<file path="src/design/mplm_pkg.sv">
package mplm_pkg;

  localparam int ACC_WIDTH      = 24;
  localparam int PATH_FRAC_BITS = 8;
  localparam int PATH_W         = 32;
  localparam int SCALE_W        = 16;
  localparam int SCALE_FRAC     = 16;
  localparam int SQ_W           = 16;
  localparam int RAD_W          = SQ_W + 2 * PATH_FRAC_BITS;
  localparam int ROOT_W         = RAD_W / 2;
  localparam int PROD_W         = PATH_W + SCALE_W;

  localparam logic [SCALE_W-1:0] SCALE_RESET = 16'd1470;
  localparam logic [7:0]         OVF_MASK    = 8'hC0;
  localparam logic [7:0]         LEFT_MASK   = 8'h01;

  localparam logic [1:0] PH_WAIT  = 2'd0;
  localparam logic [1:0] PH_ARMED = 2'd1;
  localparam logic [1:0] PH_MEAS  = 2'd2;
  localparam logic [1:0] PH_ENDED = 2'd3;

  localparam int PC_W = 4;
  typedef logic [PC_W-1:0] pc_t;

  localparam pc_t PC_WAIT   = 4'd0;
  localparam pc_t PC_UPDATE = 4'd1;
  localparam pc_t PC_SQINIT = 4'd2;
  localparam pc_t PC_SQSTEP = 4'd3;
  localparam pc_t PC_ACCUM  = 4'd4;
  localparam pc_t PC_MULX   = 4'd5;
  localparam pc_t PC_MULY   = 4'd6;
  localparam pc_t PC_MULP   = 4'd7;
  localparam pc_t PC_EMIT   = 4'd8;

  typedef struct packed {
    logic [7:0]        status_byte;
    logic signed [7:0] dx;
    logic signed [7:0] dy;
  } pkt_t;

  typedef struct packed {
    logic [1:0]                  phase;
    logic                        finished;
    logic                        ovf_err;
    logic signed [ACC_WIDTH-1:0] sum_x;
    logic signed [ACC_WIDTH-1:0] sum_y;
    logic signed [ACC_WIDTH-1:0] x_mm;
    logic signed [ACC_WIDTH-1:0] y_mm;
    logic [PATH_W-1:0]           path_mm_q8;
  } res_t;

  typedef enum logic [3:0] {
    OP_WAIT,
    OP_UPDATE,
    OP_SQINIT,
    OP_SQSTEP,
    OP_ACCUM,
    OP_MULX,
    OP_MULY,
    OP_MULP,
    OP_EMIT
  } op_e;

  typedef enum logic [2:0] {
    COND_NEVER,
    COND_ITEM,
    COND_NOT_MEAS,
    COND_SQ_LAST,
    COND_OUT_FREE
  } cond_e;

  // taken jump goes to target, else hold stays put or falls through
  typedef struct packed {
    op_e   op;
    cond_e cond;
    logic  hold;
    pc_t   target;
  } uword_t;

  function automatic uword_t ucode_rom(input pc_t pc);
    uword_t w;
    case (pc)
      PC_WAIT:   w = '{op: OP_WAIT,   cond: COND_ITEM,     hold: 1'b1, target: PC_UPDATE};
      PC_UPDATE: w = '{op: OP_UPDATE, cond: COND_NOT_MEAS, hold: 1'b0, target: PC_MULX};
      PC_SQINIT: w = '{op: OP_SQINIT, cond: COND_NEVER,    hold: 1'b0, target: PC_WAIT};
      PC_SQSTEP: w = '{op: OP_SQSTEP, cond: COND_SQ_LAST,  hold: 1'b1, target: PC_ACCUM};
      PC_ACCUM:  w = '{op: OP_ACCUM,  cond: COND_NEVER,    hold: 1'b0, target: PC_WAIT};
      PC_MULX:   w = '{op: OP_MULX,   cond: COND_NEVER,    hold: 1'b0, target: PC_WAIT};
      PC_MULY:   w = '{op: OP_MULY,   cond: COND_NEVER,    hold: 1'b0, target: PC_WAIT};
      PC_MULP:   w = '{op: OP_MULP,   cond: COND_NEVER,    hold: 1'b0, target: PC_WAIT};
      PC_EMIT:   w = '{op: OP_EMIT,   cond: COND_OUT_FREE, hold: 1'b1, target: PC_WAIT};
      default:   w = '{op: OP_WAIT,   cond: COND_NEVER,    hold: 1'b0, target: PC_WAIT};
    endcase
    return w;
  endfunction

endpackage

</file>
<file path="src/design/mouse_packet_length_meter_core.sv">
// an item is taken in wait, then update; when measuring, square root init,
// the 16-step digit-by-digit square root loop and accumulate run, which the
// other phases skip; then x, y, path multiplies and emit, which waits on stall;
// the result shows the cycle after emit; no new item is taken until wait
// reset: phase 0, accumulators cleared, scale back to 1470, no result pending
module mouse_packet_length_meter_core (
  input  logic                           clk_i,
  input  logic                           rst_ni,
  input  logic                           in_valid_i,
  output logic                           in_stall_o,
  input  mplm_pkg::pkt_t                 in_data_i,
  output logic                           out_valid_o,
  input  logic                           out_stall_i,
  output mplm_pkg::res_t                 out_data_o,
  input  logic                           cfg_valid_i,
  output logic                           cfg_ready_o,
  input  logic [mplm_pkg::SCALE_W-1:0]   cfg_data_i
);
  import mplm_pkg::*;

  localparam logic [PATH_W-1:0] MM_POS_MAX = PATH_W'((64'd1 << (ACC_WIDTH - 1)) - 64'd1);
  localparam logic [PATH_W-1:0] MM_NEG_MAX = PATH_W'(64'd1 << (ACC_WIDTH - 1));
  localparam logic signed [ACC_WIDTH-1:0] ACC_MAX = {1'b0, {(ACC_WIDTH-1){1'b1}}};
  localparam logic signed [ACC_WIDTH-1:0] ACC_MIN = {1'b1, {(ACC_WIDTH-1){1'b0}}};

  pc_t    pc_q, pc_d;
  uword_t uw;
  logic   cond_met;

  pkt_t                  in_q;
  logic [1:0]            phase_q, phase_d;
  logic                  button_q, button_d;
  logic                  fin_q, fin_d;
  logic                  err_q, err_d;
  logic signed [ACC_WIDTH-1:0] acc_x_q, acc_x_d, acc_y_q, acc_y_d;
  logic [PATH_W-1:0]     path_q, path_d;
  logic [SCALE_W-1:0]    scale_q;

  logic [RAD_W-1:0]      rem_q, rem_d, root_q, root_d, bit_q, bit_d;
  logic [RAD_W:0]        trial;
  logic signed [15:0]    dxx, dyy;
  logic [SQ_W-1:0]       sq;

  logic signed [ACC_WIDTH:0] sum_x_w, sum_y_w;
  logic [PATH_W:0]       path_sum;

  logic [PATH_W-1:0]     mul_a;
  logic [PROD_W-1:0]     prod_q, prod_d;
  logic signed [ACC_WIDTH-1:0] xmm_q, xmm_d, ymm_q, ymm_d;

  res_t out_q, out_d;
  logic out_valid_q, out_valid_d;
  logic emit_fire;

  function automatic logic [ACC_WIDTH-1:0] to_mm(input logic [PROD_W-1:0] p,
                                                 input logic neg);
    logic [PATH_W-1:0] q;
    q = p[SCALE_FRAC +: PATH_W];
    if (neg) begin
      if (q > MM_NEG_MAX) q = MM_NEG_MAX;
      q = PATH_W'(0) - q;
    end else if (q > MM_POS_MAX) begin
      q = MM_POS_MAX;
    end
    return q[ACC_WIDTH-1:0];
  endfunction

  function automatic logic [PATH_W-1:0] abs_acc(input logic signed [ACC_WIDTH-1:0] a);
    logic [ACC_WIDTH-1:0] m;
    m = a[ACC_WIDTH-1] ? ACC_WIDTH'(-a) : a;
    return PATH_W'(m);
  endfunction

  function automatic logic signed [ACC_WIDTH-1:0] sat_acc(
      input logic signed [ACC_WIDTH:0] s);
    logic signed [ACC_WIDTH-1:0] r;
    if (s[ACC_WIDTH] == s[ACC_WIDTH-1]) r = s[ACC_WIDTH-1:0];
    else if (s[ACC_WIDTH]) r = ACC_MIN;
    else r = ACC_MAX;
    return r;
  endfunction

  assign uw          = ucode_rom(pc_q);
  assign in_stall_o  = (uw.op != OP_WAIT);
  assign cfg_ready_o = 1'b1;
  assign emit_fire   = (uw.op == OP_EMIT) && (!out_valid_q || !out_stall_i);

  always_comb begin
    case (uw.cond)
      COND_ITEM:     cond_met = in_valid_i;
      COND_NOT_MEAS: cond_met = (phase_q != PH_MEAS);
      COND_SQ_LAST:  cond_met = bit_q[0];
      COND_OUT_FREE: cond_met = !out_valid_q || !out_stall_i;
      default:       cond_met = 1'b0;
    endcase
    if (cond_met) pc_d = uw.target;
    else if (uw.hold) pc_d = pc_q;
    else pc_d = pc_q + pc_t'(1);
  end

  // datapath helpers
  assign dxx      = in_q.dx * in_q.dx;
  assign dyy      = in_q.dy * in_q.dy;
  assign sq       = SQ_W'(dxx) + SQ_W'(dyy);
  assign trial    = {1'b0, root_q} + {1'b0, bit_q};
  assign sum_x_w  = {acc_x_q[ACC_WIDTH-1], acc_x_q} + (ACC_WIDTH+1)'(in_q.dx);
  assign sum_y_w  = {acc_y_q[ACC_WIDTH-1], acc_y_q} + (ACC_WIDTH+1)'(in_q.dy);
  assign path_sum = {1'b0, path_q} + (PATH_W+1)'(root_q[ROOT_W-1:0]);

  always_comb begin
    case (uw.op)
      OP_MULY: mul_a = abs_acc(acc_y_q);
      OP_MULP: mul_a = path_q;
      default: mul_a = abs_acc(acc_x_q);
    endcase
  end

  always_comb begin
    phase_d  = phase_q;
    button_d = button_q;
    fin_d    = fin_q;
    err_d    = err_q;
    acc_x_d  = acc_x_q;
    acc_y_d  = acc_y_q;
    path_d   = path_q;
    rem_d    = rem_q;
    root_d   = root_q;
    bit_d    = bit_q;
    prod_d   = prod_q;
    xmm_d    = xmm_q;
    ymm_d    = ymm_q;
    out_d    = out_q;
    case (uw.op)
      OP_UPDATE: begin
        fin_d = 1'b0;
        err_d = 1'b0;
        if (phase_q == PH_WAIT || phase_q == PH_ENDED) begin
          acc_x_d  = '0;
          acc_y_d  = '0;
          path_d   = '0;
          button_d = in_q.status_byte[0];
          phase_d  = PH_ARMED;
        end else if (phase_q == PH_ARMED && in_q.status_byte[0] != button_q) begin
          acc_x_d = '0;
          acc_y_d = '0;
          path_d  = '0;
          phase_d = PH_MEAS;
        end
      end
      OP_SQINIT: begin
        rem_d  = {sq, {(2*PATH_FRAC_BITS){1'b0}}};
        root_d = '0;
        bit_d  = RAD_W'(1) << (RAD_W - 2);
      end
      OP_SQSTEP: begin
        if ({1'b0, rem_q} >= trial) begin
          rem_d  = rem_q - trial[RAD_W-1:0];
          root_d = (root_q >> 1) + bit_q;
        end else begin
          root_d = root_q >> 1;
        end
        bit_d = bit_q >> 2;
      end
      OP_ACCUM: begin
        acc_x_d = sat_acc(sum_x_w);
        acc_y_d = sat_acc(sum_y_w);
        path_d  = path_sum[PATH_W] ? {PATH_W{1'b1}} : path_sum[PATH_W-1:0];
        if ((in_q.status_byte & OVF_MASK) != '0) begin
          err_d   = 1'b1;
          phase_d = PH_ENDED;
        end else if ((in_q.status_byte & LEFT_MASK) != '0) begin
          fin_d   = 1'b1;
          phase_d = PH_ENDED;
        end
      end
      OP_MULX: prod_d = mul_a * scale_q;
      OP_MULY: begin
        xmm_d  = to_mm(prod_q, acc_x_q[ACC_WIDTH-1]);
        prod_d = mul_a * scale_q;
      end
      OP_MULP: begin
        ymm_d  = to_mm(prod_q, acc_y_q[ACC_WIDTH-1]);
        prod_d = mul_a * scale_q;
      end
      OP_EMIT: begin
        if (emit_fire) begin
          out_d.phase          = phase_q;
          out_d.finished       = fin_q;
          out_d.ovf_err        = err_q;
          out_d.sum_x          = acc_x_q;
          out_d.sum_y          = acc_y_q;
          out_d.x_mm           = xmm_q;
          out_d.y_mm           = ymm_q;
          out_d.path_mm_q8     = prod_q[SCALE_FRAC +: PATH_W];
        end
      end
      default: begin
      end
    endcase
  end

  always_comb begin
    if (emit_fire) out_valid_d = 1'b1;
    else if (!out_stall_i) out_valid_d = 1'b0;
    else out_valid_d = out_valid_q;
  end

  always_ff @(posedge clk_i or negedge rst_ni) begin
    if (!rst_ni) begin
      pc_q        <= PC_WAIT;
      phase_q     <= PH_WAIT;
      button_q    <= 1'b0;
      fin_q       <= 1'b0;
      err_q       <= 1'b0;
      acc_x_q     <= '0;
      acc_y_q     <= '0;
      path_q      <= '0;
      scale_q     <= SCALE_RESET;
      out_valid_q <= 1'b0;
    end else begin
      pc_q        <= pc_d;
      phase_q     <= phase_d;
      button_q    <= button_d;
      fin_q       <= fin_d;
      err_q       <= err_d;
      acc_x_q     <= acc_x_d;
      acc_y_q     <= acc_y_d;
      path_q      <= path_d;
      out_valid_q <= out_valid_d;
      if (cfg_valid_i) begin
        scale_q <= cfg_data_i;
      end
    end
  end

  always_ff @(posedge clk_i) begin
    if (in_valid_i && !in_stall_o) begin
      in_q <= in_data_i;
    end
    rem_q  <= rem_d;
    root_q <= root_d;
    bit_q  <= bit_d;
    prod_q <= prod_d;
    xmm_q  <= xmm_d;
    ymm_q  <= ymm_d;
    out_q  <= out_d;
  end

  assign out_valid_o = out_valid_q;
  assign out_data_o  = out_q;

  // one item at a time through the sequencer
  a_single_item: assert property (@(posedge clk_i) disable iff (!rst_ni)
    (in_valid_i && !in_stall_o) |=> in_stall_o)
    else $error("item accepted while sequencer busy");

  // finished and error never reported together
  a_fin_err: assert property (@(posedge clk_i) disable iff (!rst_ni)
    out_valid_o |-> !(out_data_o.finished && out_data_o.ovf_err))
    else $error("finished and ovf_err both set");

  // an ending item leaves the meter in phase 3
  a_end_phase: assert property (@(posedge clk_i) disable iff (!rst_ni)
    (out_valid_o && (out_data_o.finished || out_data_o.ovf_err))
      |-> (out_data_o.phase == PH_ENDED))
    else $error("ending item without ended phase");

  // once armed the meter never returns to the first-packet wait
  a_no_rewait: assert property (@(posedge clk_i) disable iff (!rst_ni)
    (phase_q != PH_WAIT) |=> (phase_q != PH_WAIT))
    else $error("phase fell back to wait");

endmodule

</file>
<file path="config.mk">
export PLATFORM = sky130hd
export DESIGN_NAME = mouse_packet_length_meter_core
export DESIGN_NICKNAME = d
export VERILOG_FILES = /design/src/design/mplm_pkg.sv /design/src/design/mouse_packet_length_meter_core.sv
export SDC_FILE = /design/constraint.sdc
export NUM_CORES = 2
export LEC_CHECK = 0
export BUFFER_PORTS_ARGS = -buffer_cell sky130_fd_sc_hd__buf_2
export CAP_MARGIN = 20
export CORE_MARGIN = 3
export CORE_UTILIZATION = 30
export DETAILED_ROUTE_END_ITERATION = 10
export PLACE_DENSITY = 0.48
export SLEW_MARGIN = 5
export SYNTH_ARGS = -nofsm -noshare
export SYNTH_HDL_FRONTEND = slang
export SYNTH_SLANG_ARGS = --single-unit
</file>
<file path="constraint.sdc">
create_clock -name clk_i -period 8.4 [get_ports clk_i]
set_input_delay 0 -clock clk_i [delete_from_list [all_inputs] [get_ports clk_i]]
set_output_delay 0 -clock clk_i [all_outputs]
set_load 0.005 [all_outputs]
</file>
Word level (Yosys, flattened, before mapping)
Memory sizes are Yosys's and may differ from the RTL's.
Index checks and enable logic that the tools add are counted.
{ "classes": {"add_sub_neg": 12, "mul": 3, "magnitude_cmp": 3, "n_eq_ne": 26, "mux": 43, "reduce_logical": 21} }
{ "ops": {"columns": ["cell", "n"], "rows": [
  ["$mux 24", 16],
  ["$pmux 32 s2", 5],
  ["$mux 32", 5],
  ["$pmux 24 s2", 2],
  ["$add 24x8->25", 2],
  ["$mul 32x16->48", 1],
  ["$neg 24->24", 2],
  ["$sub 1x24->24 const A", 2],
  ["$add 32x16->33", 1],
  ["$add 32x32->33", 1],
  ["$ge 32x33->1", 1],
  ["$add 31x32->32", 1],
  ["$gt 32x23->1 const B", 1],
  ["$gt 32x24->1 const B", 1],
  ["$mul 8x8->16", 2],
  ["$sub 32x32->32", 1],
  ["$add 16x16->16", 1],
  ["$eq 4x3->1 const B", 4],
  ["$ne 2x2->1 const B", 5],
  ["$reduce_and 2->1", 5],
  ["$eq 4x2->1 const B", 2],
  ["$mux 2", 4],
  ["$mux 4", 2],
  ["$reduce_bool 8->1", 1],
  ["other kinds (24)", 40]
]} }
{ "word_totals": {"regBits": 454, "romBits": 160, "inputBits": 45, "output_inout_bits": 135, "elab_cells": 136, "n_memories": 1} }
{ "mem_list": {"columns": ["name", "depth", "word_bits", "read_ports", "rd_clocked_by_memory_dff", "wr", "line_no", "source"], "rows": [
  ["(no name shown)", 16, 10, 1, 0, 0, "mplm_pkg.sv:82", "case (pc)"]
]} }

Depth between registers and ports, before layout
{ "depth": {"depth_word": 6, "ltp_mapped": 34} }

Least setup slack after synthesis
No wires, ideal clock.
{ "synth_timing": {"kind": "flip-flop to flip-flop", "from": "register acc_x_q[2]", "to": "register prod_q[40] (data pin)", "setup_time_ns": 0.146, "t_arrival_ns": 7.982, "slack_ns": 0.272, "path_stages_with_launch": 31, "path_cell_list": "dfrtp_1 -> nor3_1 -> nand2b_1 -> nor4_1 -> nand2_1 -> or3_1 -> o21ai_0 -> xor2_1 -> o21ai_1 -> clkbuf_1 -> nand2_1 -> fa_1 -> fa_1 -> fa_1 -> fa_1 -> inv_1 -> fa_1 -> inv_1 -> fa_1 -> inv_1 -> ha_1 -> a211oi_1 -> o21ai_0 -> a211o_1 -> a41o_1 -> a31oi_2 -> o31ai_4 -> o21ai_1 -> a21oi_1 -> or4_1 -> a21oi_1"} }
{ "synth_via": {"elab_chain_len": 4} }
{ "synth_lines": {"columns": ["item", "line_no", "source"], "rows": [
  ["start: declaration", "mouse_packet_length_meter_core.sv:35", "logic signed [ACC_WIDTH-1:0] acc_x_q, acc_x_d, acc_y_q, acc_y_d;"],
  ["start signal: assignment", "mouse_packet_length_meter_core.sv:215", "acc_x_q <= '0;"],
  ["start signal: assignment", "mouse_packet_length_meter_core.sv:226", "acc_x_q <= acc_x_d;"],
  ["$neg 24->24", "mouse_packet_length_meter_core.sv:70", "m = a[ACC_WIDTH-1] ? ACC_WIDTH'(-a) : a;"],
  ["$mux 24 *", "mouse_packet_length_meter_core.sv:70", null],
  ["$pmux 32 s2 *", "mouse_packet_length_meter_core.sv:111", "case (uw.op)"],
  ["$mul 32x16->48 *", "mouse_packet_length_meter_core.sv:176, mouse_packet_length_meter_core.sv:179, mouse_packet_length_meter_core.sv:183", null],
  ["end signal: assignment", "mouse_packet_length_meter_core.sv:243", "prod_q <= prod_d;"],
  ["end: declaration", "mouse_packet_length_meter_core.sv:48", "logic [PROD_W-1:0] prod_q, prod_d;"]
]} }
Mark *: on every way between the ends. The rest lies on a longest branch, timed or not.
A chain may end at the register's enable or synchronous reset.

Worst setup path in the final report
{ "layout_timing": {"from": "register acc_y_q[13]", "to": "register prod_q[47] (data pin)"} }
{ "layout_via": {"elab_chain_len": 4} }
{ "layout_lines": {"columns": ["item", "line_no", "source"], "rows": [
  ["start: declaration", "mouse_packet_length_meter_core.sv:35", null],
  ["start signal: assignment", "mouse_packet_length_meter_core.sv:227", "acc_y_q <= acc_y_d;"],
  ["$neg 24->24", "mouse_packet_length_meter_core.sv:70", null],
  ["$mux 24 *", "mouse_packet_length_meter_core.sv:70", null],
  ["$pmux 32 s2 *", "mouse_packet_length_meter_core.sv:111", null],
  ["$mul 32x16->48 *", "mouse_packet_length_meter_core.sv:176, mouse_packet_length_meter_core.sv:179, mouse_packet_length_meter_core.sv:183", null]
]} }
Marks and branches as above.

==> impl_metrics.ini <==
[status]
status = finished clean

[floorplan]
row_count = 139
dieArea_sq_um = 150000
die_y_um = 387
die-width_um = 387
initial_core_util_pct = 30.3
core_sq_um = 144000
pin_count = 180

[critical_path]
cp_num_cells = 30
crit_path_frequent_cell = fa_1
ff2ff_path_depth = 30
reg2reg_from = acc_y_q[13]
path_buf_inv = 6
worstSetupEndpoint = prod_q[47]
slowest_delay_ns = 0.59
cp-start-kind = flip-flop
path_max_fanout = 6
worstSetupPathType = reg2reg
cp-end-kind = flip-flop
cp.arrival_ns = 8.52
crit_start = acc_y_q[13]
worstReg2RegEnd = prod_q[47]
r2r_slack_ns = 0.25
cpMaxStageDelayCell = fa_1
critPathRequiredTime_ns = 8.77
path_delay_family = adder cells

[grt]
grt_usage_pct = 16.9
grt_pass1_vias = 34200
grt_overflow = 0
grt_max_degree = 75
grt_pass1_wl_um = 201000
antenna_found_initial = 2

[yosys]
syn_area_sq_um = 43600
ys_types = 90
synth_mux_area_share_pct = 0.599
synth_top_family_by_area = adder cells
synth-compound-area-share_pct = 12.1
synth_seq_cells = 417
ys_warn_count = 0
synth_xor_area_share_pct = 4.62
yosys.area_share.simple_pct = 14.7
avgSynthCellArea_sq_um = 9.76
synth_nets = 5360
synth_edf_count = 311
synth_flop_cell = edfxtp_1
synth_seq_area_share_pct = 27.5
postSynth.asyncResetShare_pct = 25.4
postSynthCellCount = 4473
synth_fa_ha_area_share_pct = 33.4

[route]
vias_per_cell = 4.86
drcViolationCount = 0
post_drt_wl_per_cell_um = 18.9
highest_layer = met4
wl_met1_um = 62000
drt_pass1_iterations = 5
met3WireLength_um = 6450
num_vias = 32700
wirelength_um = 127000
first_iter_violations = 1894
wl_met2_um = 55100
ant_nets = 0

[clock_network]
cts_tree = yes
ctsLongestPathBuffers = 3
htreeDepth = 2
clkLatencyLatePin_ns = 0.66
clock-sinks = 417
clkTransAtPathRegs_ns = 0.06
cts_buffers = 54
cts_root_buf = clkbuf_16

[timing]
setup_viol = 0
min_period_over_period_pct = 97.0
worst_pin_slew_ns = 1.04
timing.final.max_slew_violations = 0
min_period_ns = 8.15
hold_viol_final = 0
skew_ns = 0.0402
setup_slack_ns = 0.250
rsz0062_at_grt = yes
fmax_mhz = 123
slew-limit-headroom_pct = 30.5

[layout]
fillCellCount = 14700
layout-drive-gt1-share_pct = 12.6
nNetsFinal = 5670
layout.cells.non_filler = 6732
area_growth_pct = 16.2

[placement]
dp_cells = 6560
place_ws_ns = -0.108
gp_congestion = 0.829
dp.final_hpwl_um = 98000
io_buffers = 173

[hold_path]
hold_class = in2reg

[job]
cap_violations = 0
-- flip-flops by register name (all words and copies together) (netlist names), 2 cells and up --
register    count
out_data_o    132
path_q         32
prod_q         32
rem_q          32
root_q         32
acc_x_q        24
acc_y_q        24
xmm_q          24
ymm_q          24
in_q           19
bit_q          16
scale_q        16
pc_q            4
phase_q         2
-- worst register-to-register path, delay by kind of cell, from the launching register on --
kind	cells	cell delay, ns
adder cells (fa/ha/maj)	7	3.45
buffers and inverters	6	0.62
flip-flops	1	0.37
AND/OR/NAND/NOR	8	1.90
XOR/XNOR	2	0.22
AO/OA/AOI/OAI	7	1.32
-- cells in the mapped netlist (all sizes together), types with 10 or more instances --
library cell,n,area share (%)
inv,621,5.3
fa,539,25
nand2,534,4.6
edfxtp,311,21
ha,303,8.7
and2,263,3.8
nor2,229,2.0
a21oi,227,2.6
o21ai,179,2.1
clkbuf,164,1.4
xnor2,123,2.5
xor2,107,2.1
dfrtp,98,5.6
a21o,69,1.2
nor3,62,0.71
nand3,50,0.57
a31oi,42,0.63
o21bai,35,0.60
a211oi,34,0.58
and3,32,0.46
nor2b,30,0.43
o21a,29,0.50
nand2b,26,0.37
o31ai,26,0.50
o211ai,24,0.41
a221o,23,0.53
nand4,22,0.33
buf,20,0.23
nand3b,18,0.31
or4,18,0.32
mux2,17,0.44
or3,16,0.23
a21boi,15,0.27
a22oi,15,0.26
a31o,14,0.28
o22ai,14,0.22
or2,12,0.17
nor4,10,0.14
-- through the flow --
| stage | cell area, sq um | utilization [%] | TNS [ns] | hold WS, ns |
|---|---|---|---|---|
| global route | 50700 | 35.2 | -0.473 | 0.0438 |
| finish | 50700 | 35.2 | 0 | 0.0653 |
| global placement | 47800 | 33.2 | -0.0799 | 0.123 |
| detailed placement | 47800 | 33.2 | -0.464 | 0.129 |
| floorplan | 43600 | - | 0 | -0.296 |
| CTS | 50300 | 34.9 | 0 | 0.000126 |
-- logic make-up after synthesis --
logic type               count (synthesis)
buffers and inverters                  808
adder cells (fa/ha/maj)                842
XOR/XNOR                               230
flip-flops                             417
AO/OA/AOI/OAI                          812
multiplexers                            24
other                                    1
AND/OR/NAND/NOR                       1339
-- what timing repair did --
item	CTS	global route
setup buffers	0	7
gates cloned	0	0
resized for setup	9	81
hold endpoints to repair	109	0
pin swaps	1	43
hold buffers	63	0
endpoints found under the setup margin	9	27
-- worst min path at each step --
| stage | startpoint | end | slack [ns] | cells past startpoint |
|---|---|---|---|---|
| final | in_data_i[15] | in_q[15] | 0.07 | 2 |
| after floorplan | rst_ni | acc_x_q[0] | -0.30 | 0 |
| after detailed placement | rst_ni | scale_q[0] | 0.13 | 1 |
| after global placement | rst_ni | scale_q[0] | 0.12 | 1 |
| after CTS | in_data_i[15] | in_q[15] | 0.0001 | 2 |
| after global routing | in_data_i[11] | in_q[11] | 0.04 | 2 |
-- final cells by class --
cell class	count	area, sq um	area share, %
Sequential cell	417	12000	23.7
Multi-Input combinational cell	3248	29000	57.2
Clock buffer	63	1410	2.77
Antenna cell	1	2.50	0.00494
Tap cell	1903	2380	4.70
Inverter	624	2340	4.62
Clock inverter	38	404	0.797
Timing Repair Buffer	438	3150	6.21
-- metal layers --
layer,vias to the layer above,global-route usage (%)
met5,-,0
met4,0,4.94
met3,175,2.53
met2,796,26.1
met1,16200,24.5
li1,15500,-
-- cell usage in the layout (no fill, tap or decap), drive strengths merged, types with 30 or more instances in the layout --
cell | synthesis | final
and2 | 263 | 263
xor2 | 107 | 107
dfrtp | 98 | 98
nor2b | 30 | 30
buf | 20 | 376
dlygate4sd3 | 0 | 62
clkbuf | 164 | 63
a21oi | 227 | 227
nor2 | 229 | 229
fa | 539 | 539
inv | 621 | 626
o21ai | 179 | 179
a31oi | 42 | 42
and3 | 32 | 32
edfxtp | 311 | 311
nand2 | 534 | 534
a211oi | 34 | 34
o21bai | 35 | 35
xnor2 | 123 | 123
a21o | 69 | 69
ha | 303 | 303
nand3 | 50 | 50
nor3 | 62 | 62
Power is not shown: default switching activity piles up to over one toggle a cycle in this logic, so the estimate is an artifact.
